--- src/rtl/core/bmm_pkg.sv ---
`timescale 1ns / 1ps
`default_nettype none
package bmm_pkg;
   localparam int MAX_VERTICES = 32;
   localparam int MAX_EDGES    = 256;
   localparam int VW = $clog2(MAX_VERTICES);
   localparam int NW = VW + 1;
   localparam int EW = $clog2(MAX_EDGES);
   localparam int ETW = EW + 1;
   localparam int SPW = VW + 1;

   localparam logic [1:0] ST_PAIR   = 2'd0;
   localparam logic [1:0] ST_EMPTY  = 2'd1;
   localparam logic [1:0] ST_REJECT = 2'd2;

   localparam logic CMD_ADD = 1'b0;
   localparam logic CMD_RUN = 1'b1;

   typedef struct packed {
      logic       store_edge;
      logic       start_try;
      logic       fetch_edge;
      logic       scan_step;
      logic       push;
      logic       pop;
      logic       aug_init;
      logic       aug_step;
      logic       next_try;
      logic       emit_step;
      logic       clear_all;
   } ctrl_type;

   typedef struct packed {
      logic reject;
      logic scan_end;
      logic scan_hit;
      logic free_right;
      logic can_push;
      logic stack_last;
      logic aug_done;
      logic tries_done;
      logic emit_valid;
      logic emit_last;
      logic emit_done;
   } stat_type;
endpackage
`default_nettype wire

--- src/rtl/core/bmm_if.sv ---
`timescale 1ns / 1ps
`default_nettype none
interface bmm_req_if;
   logic       valid;
   logic       ready;
   logic       cmd;
   logic [4:0] left_vertex;
   logic [4:0] right_vertex;
   modport source (output valid, cmd, left_vertex, right_vertex, input ready);
   modport sink (input valid, cmd, left_vertex, right_vertex, output ready);
endinterface

interface bmm_rsp_if;
   logic       valid;
   logic       ready;
   logic [1:0] status;
   logic [4:0] pair_left;
   logic [4:0] pair_right;
   logic [5:0] match_count;
   logic       last;
   modport source (output valid, status, pair_left, pair_right, match_count, last,
                   input ready);
   modport sink (input valid, status, pair_left, pair_right, match_count, last,
                 output ready);
endinterface
`default_nettype wire

--- src/rtl/core/bmm_ctrl.sv ---
`timescale 1ns / 1ps
`default_nettype none
module bmm_ctrl
   import bmm_pkg::*;
(
   input  wire logic     clock,
   input  wire logic     reset,
   bmm_req_if.sink       req,
   bmm_rsp_if.source     rsp,
   input  wire stat_type stat,
   output ctrl_type      ctrl,
   input  wire logic [4:0] out_left,
   input  wire logic [4:0] out_right,
   input  wire logic [5:0] out_count
);
   typedef enum logic [9:0] {
      S_IDLE  = 10'b0000000001,
      S_TRY   = 10'b0000000010,
      S_FETCH = 10'b0000000100,
      S_WAIT  = 10'b0000001000,
      S_SCAN  = 10'b0000010000,
      S_AUGW  = 10'b0000100000,
      S_AUG   = 10'b0001000000,
      S_EMIT  = 10'b0010000000,
      S_OUT   = 10'b0100000000,
      S_NEXT  = 10'b1000000000
   } state_type;

   state_type  state_ff, state_in;
   logic       rv_ff, rv_in;
   logic [1:0] st_ff, st_in;
   logic [4:0] pl_ff, pl_in, pr_ff, pr_in;
   logic [5:0] mc_ff, mc_in;
   logic       last_ff, last_in;
   logic       acc;

   assign req.ready = (state_ff == S_IDLE) && !rv_ff;
   assign acc = req.valid && req.ready;
   assign rsp.valid = rv_ff;
   assign rsp.status = st_ff;
   assign rsp.pair_left = pl_ff;
   assign rsp.pair_right = pr_ff;
   assign rsp.match_count = mc_ff;
   assign rsp.last = last_ff;

   always_comb begin
      ctrl = '0;
      state_in = state_ff;
      rv_in = rv_ff && !rsp.ready;
      st_in = st_ff; pl_in = pl_ff; pr_in = pr_ff; mc_in = mc_ff;
      last_in = last_ff;
      case (state_ff)
         S_IDLE: begin
            if (acc) begin
               if (req.cmd == CMD_ADD) begin
                  if (stat.reject) begin
                     rv_in = 1'b1; st_in = ST_REJECT; pl_in = '0; pr_in = '0;
                     mc_in = '0; last_in = 1'b0;
                  end else begin
                     ctrl.store_edge = 1'b1;
                  end
               end else begin
                  state_in = S_TRY;
               end
            end
         end
         S_TRY: begin
            ctrl.start_try = 1'b1;
            state_in = S_WAIT;
         end
         S_FETCH: begin
            ctrl.fetch_edge = 1'b1;
            state_in = S_WAIT;
         end
         S_WAIT: begin
            state_in = S_SCAN;
         end
         S_SCAN: begin
            if (stat.scan_end) begin
               ctrl.pop = 1'b1;
               state_in = stat.stack_last ? S_NEXT : S_FETCH;
            end else if (!stat.scan_hit) begin
               ctrl.scan_step = 1'b1;
               state_in = S_WAIT;
            end else if (stat.free_right) begin
               ctrl.aug_init = 1'b1;
               state_in = S_AUGW;
            end else if (stat.can_push) begin
               ctrl.push = 1'b1;
               state_in = S_WAIT;
            end else begin
               ctrl.scan_step = 1'b1;
               state_in = S_WAIT;
            end
         end
         S_AUGW: begin
            state_in = stat.aug_done ? S_NEXT : S_AUG;
         end
         S_AUG: begin
            ctrl.aug_step = 1'b1;
            state_in = S_AUGW;
         end
         S_NEXT: begin
            if (stat.tries_done) begin
               state_in = S_EMIT;
            end else begin
               ctrl.next_try = 1'b1;
               state_in = S_TRY;
            end
         end
         S_EMIT: begin
            if (stat.emit_valid) begin
               state_in = S_OUT;
            end else if (stat.emit_done) begin
               if (!rv_ff || rsp.ready) begin
                  rv_in = 1'b1; st_in = ST_EMPTY; pl_in = '0; pr_in = '0;
                  mc_in = '0; last_in = 1'b1;
                  ctrl.clear_all = 1'b1;
                  state_in = S_IDLE;
               end
            end else begin
               ctrl.emit_step = 1'b1;
            end
         end
         S_OUT: begin
            if (!rv_ff || rsp.ready) begin
               rv_in = 1'b1; st_in = ST_PAIR; pl_in = out_left; pr_in = out_right;
               mc_in = out_count; last_in = stat.emit_last;
               if (stat.emit_last) begin
                  ctrl.clear_all = 1'b1;
                  state_in = S_IDLE;
               end else begin
                  ctrl.emit_step = 1'b1;
                  state_in = S_EMIT;
               end
            end
         end
         default: begin
            state_in = S_IDLE;
         end
      endcase
   end

   always_ff @(posedge clock) begin
      if (reset) begin
         state_ff <= S_IDLE;
         rv_ff    <= 1'b0;
      end else begin
         state_ff <= state_in;
         rv_ff    <= rv_in;
      end
   end

   always_ff @(posedge clock) begin
      st_ff <= st_in; pl_ff <= pl_in; pr_ff <= pr_in; mc_ff <= mc_in;
      last_ff <= last_in;
   end
endmodule
`default_nettype wire

--- src/flat_wrapper.sv ---
// flat-port wrapper written by rule: the top's interface ports become plain ports
module bmm_ctrl_flat import bmm_pkg::*;
  (clock, reset, stat, ctrl, out_left, out_right, out_count, req_valid, req_cmd, req_left_vertex, req_right_vertex, req_ready, rsp_valid, rsp_status, rsp_pair_left, rsp_pair_right, rsp_match_count, rsp_last, rsp_ready);
  bmm_req_if req_i ();
  bmm_rsp_if rsp_i ();
  input  wire logic clock;
  input  wire logic reset;
  input  wire stat_type stat;
  output ctrl_type ctrl;
  input  wire logic [4:0] out_left;
  input  wire logic [4:0] out_right;
  input  wire logic [5:0] out_count;
  input wire logic [$bits(req_i.valid)-1:0] req_valid;
  input wire logic [$bits(req_i.cmd)-1:0] req_cmd;
  input wire logic [$bits(req_i.left_vertex)-1:0] req_left_vertex;
  input wire logic [$bits(req_i.right_vertex)-1:0] req_right_vertex;
  output wire logic [$bits(req_i.ready)-1:0] req_ready;
  output wire logic [$bits(rsp_i.valid)-1:0] rsp_valid;
  output wire logic [$bits(rsp_i.status)-1:0] rsp_status;
  output wire logic [$bits(rsp_i.pair_left)-1:0] rsp_pair_left;
  output wire logic [$bits(rsp_i.pair_right)-1:0] rsp_pair_right;
  output wire logic [$bits(rsp_i.match_count)-1:0] rsp_match_count;
  output wire logic [$bits(rsp_i.last)-1:0] rsp_last;
  input wire logic [$bits(rsp_i.ready)-1:0] rsp_ready;
  assign req_i.valid = req_valid;
  assign req_i.cmd = req_cmd;
  assign req_i.left_vertex = req_left_vertex;
  assign req_i.right_vertex = req_right_vertex;
  assign req_ready = req_i.ready;
  assign rsp_valid = rsp_i.valid;
  assign rsp_status = rsp_i.status;
  assign rsp_pair_left = rsp_i.pair_left;
  assign rsp_pair_right = rsp_i.pair_right;
  assign rsp_match_count = rsp_i.match_count;
  assign rsp_last = rsp_i.last;
  assign rsp_i.ready = rsp_ready;
  bmm_ctrl u_core (.clock(clock), .reset(reset), .req(req_i), .rsp(rsp_i), .stat(stat), .ctrl(ctrl), .out_left(out_left), .out_right(out_right), .out_count(out_count));
endmodule
--- config.mk ---
export PLATFORM = sky130hd
export DESIGN_NAME = bmm_ctrl_flat
export DESIGN_NICKNAME = d
export VERILOG_FILES = /design/src/rtl/core/bmm_pkg.sv /design/src/rtl/core/bmm_if.sv /design/src/rtl/core/bmm_ctrl.sv /design/src/flat_wrapper.sv
export SDC_FILE = /design/constraint.sdc
export NUM_CORES = 1
export LEC_CHECK = 0
export BUFFER_PORTS_ARGS = -buffer_cell sky130_fd_sc_hd__clkbuf_2
export CORE_MARGIN = 2
export CORE_UTILIZATION = 30
export CTS_CLUSTER_DIAMETER = 120
export DETAILED_ROUTE_END_ITERATION = 7
export PLACE_DENSITY_LB_ADDON = 0.2
export SETUP_SLACK_MARGIN = 0.3
export SLEW_MARGIN = 20
export SYNTH_ARGS = -nofsm -noshare
export SYNTH_HDL_FRONTEND = slang
export SYNTH_SLANG_ARGS = --single-unit
export TNS_END_PERCENT = 10
--- constraint.sdc ---
create_clock -name clock -period 2.9 [get_ports clock]
set_clock_uncertainty 0.15 [all_clocks]
set_input_delay 0.435 -clock clock [delete_from_list [all_inputs] [get_ports clock]]
set_output_delay 0.435 -clock clock [all_outputs]
set_load 0.01 [all_outputs]
---- After elaboration in Yosys (flattened, before gate mapping) ----
Index checks and enable logic that the tools add are counted.
storage, ports and cells
  register bits after elaboration ......... 30
  input bits .............................. 42
  output and inout port bits .............. 32
  word-level logic and storage cells ...... 120
operators by class
  equality and inequality tests ........... 20
  mux-type cells .......................... 83
  reductions and logical operators ........ 10
operator list
  operator                                                                 number
  10-bit two-way mux                                                       10
  10-bit one-hot mux with 9 select lines                                   1
  6-bit two-way mux                                                        8
  5-bit two-way mux                                                        8
  1-bit two-way mux                                                        35
  5-bit one-hot mux with 3 select lines                                    2
  2-bit two-way mux                                                        11
  6-bit one-hot mux with 3 select lines                                    1
  8-bit two-way mux                                                        2
  10-bit by 1-bit == test with 1-bit output, second input constant         1
  10-bit == test, second input constant                                    1
  10-bit by 2-bit == test with 1-bit output, second input constant         1
  10-bit by 3-bit == test with 1-bit output, second input constant         1
  10-bit by 4-bit == test with 1-bit output, second input constant         1
  10-bit by 5-bit == test with 1-bit output, second input constant         1
  10-bit by 6-bit == test with 1-bit output, second input constant         1
  10-bit by 7-bit == test with 1-bit output, second input constant         1
  10-bit by 8-bit == test with 1-bit output, second input constant         1
  10-bit by 9-bit == test with 1-bit output, second input constant         1
  2-bit inequality test, second input constant                             5
  8-bit AND reduction                                                      1
  2-bit by 1-bit inequality test with 1-bit output, second input constant  3
  1-bit one-hot mux with 3 select lines                                    2
  2-bit one-hot mux with 3 select lines                                    1
  10 further kinds                                                         13

---- Longest topological paths before layout ----
  depth after elaboration ................. 6
  gate-level depth with buffers ........... 7
  gate-level depth less buffers ........... 5

---- Worst setup path before layout ----
Ideal clock, no wire load.
  path kind ............................... register -> register
  start point ............................. register u_core.state_ff[4]
  end point ............................... register u_core.last_ff, in the netlist u_core.rsp.last, enable pin
  library setup time ...................... 0.401 ns
  data arrival time ....................... 2.342 ns
  data required time ...................... 2.349 ns
  slack ................................... 0.007 ns
  cell stages (with the launch flop) ...... 6
  path buffers ............................ 0
  clock period less this slack ............ 2.893 ns
  cells stage by stage .................... dfxtp_1 -> nor4_4 -> nand3_1 -> nor2_1 -> nand4b_1 -> a21oi_1
on the way
  word-level cells in the longest chain between the ends .. 5
  elaborated cells on any way between the ends .. 14
  those cells by class .................... 10 x eq/ne; 4 x reduce/logical
ends and longest elaborated chain
  element                                                            RTL line            RTL
  start: declaration                                                 bmm_ctrl.sv:29      state_type state_ff, state_in;
  start signal: assignment                                           bmm_ctrl.sv:149     state_ff <= state_in;
  10-bit by 1-bit == test with 1-bit output                          bmm_ctrl.sv:37      assign req.ready = (state_ff == S_IDLE) && !rv_ff;
  1-bit logical AND                                                  bmm_ctrl.sv:37
  via req_ready                                                      flat_wrapper.sv:17  output wire logic [$bits(req_i.ready)-1:0] req_ready;
  1-bit logical AND                                                  bmm_ctrl.sv:38      assign acc = req.valid && req.ready;
  2-bit by 1-bit inequality test with 1-bit output (no source line)  -
  8-bit AND reduction (no source line)                               -
  end signal: assignment                                             bmm_ctrl.sv:156     last_ff <= last_in;
  end: declaration                                                   bmm_ctrl.sv:34      logic last_ff, last_in;
The timed path passes the listed nets, and every way through them passes these cells.
A chain may end at the register's enable or synchronous reset.

==> flow_summary.yaml <==
floorplanning:
  die_h_um: 76.8
  dieArea_sq_um: 5900
  start_util_pct: 31.1
  die_x_um: 76.8
  fp-row-count: 26
  ios: 74
  core-area_sq_um: 5110
setup_path:
  cp_max_fo: 8
  rrSetupSlack_ns: 0.66
  worst-setup-path-type: "register to primary output"
  reg2reg_from: "u_core.state_ff[0]"
  reg2reg_depth: 6
  start_kind: "register"
  r2r_end: "u_core.rsp.match_count[4]"
  end_kind: "primary output"
  worstPathArrival_ns: 1.95
  crit_required_ns: 2.32
yosys:
  yosysSeqAreaShare_pct: 49.8
  synth_flop_cell: "edfxtp_1"
  synth_top_area_share_pct: 35.9
  synth_common_cells: "19 x edfxtp_1, 18 x nand2_1, 16 x and2_1, 12 x nor2_1, 11 x dfxtp_1"
  yosysMostFrequentCell: "edfxtp_1"
  yosysTopAreaCell: "edfxtp_1"
  synthTopCellsByArea: "edfxtp_1 36%, dfxtp_1 14%, and2_1 6.3%, nand2_1 4.3%, nor4_4 4.0%"
  synthDistinctLibCells: 42
  yosysWarnings: 0
  avgSynthCellArea_sq_um: 10.3
  synth_fp_nets: 196
  syn_inst: 154
  syn_area_sq_um: 1590
  synth_seq_cells: 30
  synth-edff-count: 19
  synth-async-reset-ratio_pct: 0
flow_run:
  drv_cap: 0
detailed_routing:
  post_drt_wl_per_cell_um: 11.9
  totalWireLength_mm: 3.50
  dr.pass1.iters: 4
  vias_per_cell: 4.64
  drtAntennaViolNets: 0
  num_vias: 1364
  drtIter0Drc: 64
  route.detailed.drc: 0
clock_tree:
  numCtsBuffers: 5
  cts_tree: "done"
  clkSlewWorstSetupHoldPaths_ns: 0.07
  hold_buffers: 0
  clk_latency_ns: 0.28
  cts.sinks: 30
  cts.htree.levels: 2
  cts-root-buf: "clkbuf_8"
  clockBufferDepth: 2
timing:
  min_period_over_period_pct: 87.3
  max_slew_margin_pct: 71.8
  tightest_slew_ns: 0.420
  min_period_ns: 2.53
  setup_viol: 0
  fin_ws_ns: 0.367
  rsz0062_at_grt: "true"
  tns_ns: 0
  hold_viol: 0
  fmax_mhz: 395
  drv_slew: 0
grt:
  grt_usage_pct: 12.0
  grt_start_max_net_pins: 20
  grt_pass1_vias: 1253
  grt_remaining_overflow: 0
  grt_pass1_wl_mm: 5.73
  grt_antenna_before_repair: 0
pwr:
  power.density_nw_per_um2: 509
  power_w: 0.00106
  peakVddDrop_mv: 0.418
  leakagePower_nw: 0.884
worst_hold_path:
  whs_endpoint: "u_core.state_ff[2]"
  min_from: "stat[5]"
  hold_path_class: "input pin to register"
  hold_depth: 2
cells_and_area:
  nNetsFinal: 266
  drive_gt1_share_pct: 38.8
  synthToLayoutAreaGrowth_pct: 31.4
  antenna_cells: 0
  post-route-util_pct: 40.9
placement:
  gp_congestion: 0.776
  hpwl_mm: 2.72
  io_buffers: 63
  dp_slack_ns: 0.591
outcome:
  outcome: "complete, no violations"
[worst max-delay path by stage]
stage / to / cells after the start / startpoint / slack [ns]
4_1_cts: ctrl[6] / 5 / u_core.state_ff[1] / 0.37
3_5_place_dp: ctrl[6] / 5 / u_core.state_ff[7] / 0.59
5_1_grt: ctrl[6] / 5 / u_core.state_ff[2] / 0.29
3_3_place_gp: ctrl[6] / 5 / u_core.state_ff[7] / 0.59
2_1_floorplan: u_core.rsp.last / 5 / u_core.state_ff[4] / 0.40
6_report: ctrl[6] / 5 / u_core.state_ff[8] / 0.37
[what timing repair did]
item                                    in CTS  in global routing
resized for setup                            1                  1
endpoints found under the setup margin       1                  3
pin swaps                                    1                  1
hold endpoints to repair                     0                  0
buffers inserted                             1                  0
[worst max-delay path, stage by stage (launching register included)]
cell and delay, ns:
dfxtp_1 0.40, nor4_4 0.36, nand3_4 0.15, or3_4 0.42
nor3_1 0.18, clkbuf_2 0.16
[per-layer routing]
layer / wire (um) / global-route usage, % / share of wire, % / vias up
met2: 1600 / 18.2 / 46 / 40
met1: 1650 / 15.1 / 47 / 618
met5: 0 / 0 / 0 / -
met3: 243 / 4.47 / 6.9 / 2
met4: 17 / 5.45 / 0.49 / 0
li1: - / - / - / 704
[logic make-up after synthesis]
logic type	count (synthesis)	synth area share (%)
AOI/OAI and AO/OA	25	11.6
xor gates and xnor gates	2	1.10
buffers and inverters	8	2.52
DFF	30	49.8
and+or+nand+nor	89	35.0
[layout by cell type (no fill, tap or decap), drive strengths merged]
master	instances
a41o	1
o211ai	4
and3	1
inv	4
o21a	1
a221oi	1
clkinv	2
o21ai	2
buf	4
a2bb2oi	1
and2	16
xnor2	2
nand2	18
nand2b	4
edfxtp	19
and4b	1
nor3	6
a31oi	1
nor4b	1
nor3b	2
or3	3
nand4b	2
o32ai	1
nor4	6
a41oi	1
nand3	5
o21ba	1
a21oi	8
clkbuf	68
and4bb	1
dfxtp	11
nor2	13
nor2b	9
o21bai	1
o22a	1
and4	1
a32oi	1
[power by group]
| group | total (W) | internal (W) | leakage (nW) | switching [W] |
|---|---|---|---|---|
| logic | 0.000241 | 0.000115 | 0.574 | 0.000126 |
| registers | 0.000514 | 0.000480 | 0.267 | 0.0000340 |
| clock network | 0.000309 | 0.000161 | 0.0438 | 0.000148 |
| total | 0.00106 | 0.000755 | 0.884 | 0.000308 |
[layout make-up]
| type | count | area, sq um |
|---|---|---|
| fill | 532 | 3020 |
| sequential | 30 | 792 |
| multi-input combinational | 116 | 769 |
| timing repair buffer | 67 | 345 |
| tap | 70 | 87.6 |
| clock buffer | 5 | 68.8 |
| inverter | 4 | 15.0 |
| clock inverter | 2 | 10.0 |
[metrics by stage]
| stage | hold WS, ns | std cells | area, sq um |
|---|---|---|---|
| floorplan | 0.354 | 154 | 1590 |
| global placement | 0.431 | 286 | 1990 |
| detailed placement | 0.420 | 286 | 1990 |
| CTS | 0.194 | 294 | 2080 |
| global route | 0.208 | 294 | 2090 |
| finish | 0.200 | 294 | 2090 |
[sequential cells by signal, summed over array words and instances, names as in the netlist]
name / count
u_core.rsp.valid: 1
u_core.rsp.last: 1
u_core.state_ff: 10
u_core.rsp.status: 2
u_core.rsp.match_count: 6
u_core.rsp.pair_left: 5
u_core.rsp.pair_right: 5
No activity file was read; power rests on OpenSTA's default activity.
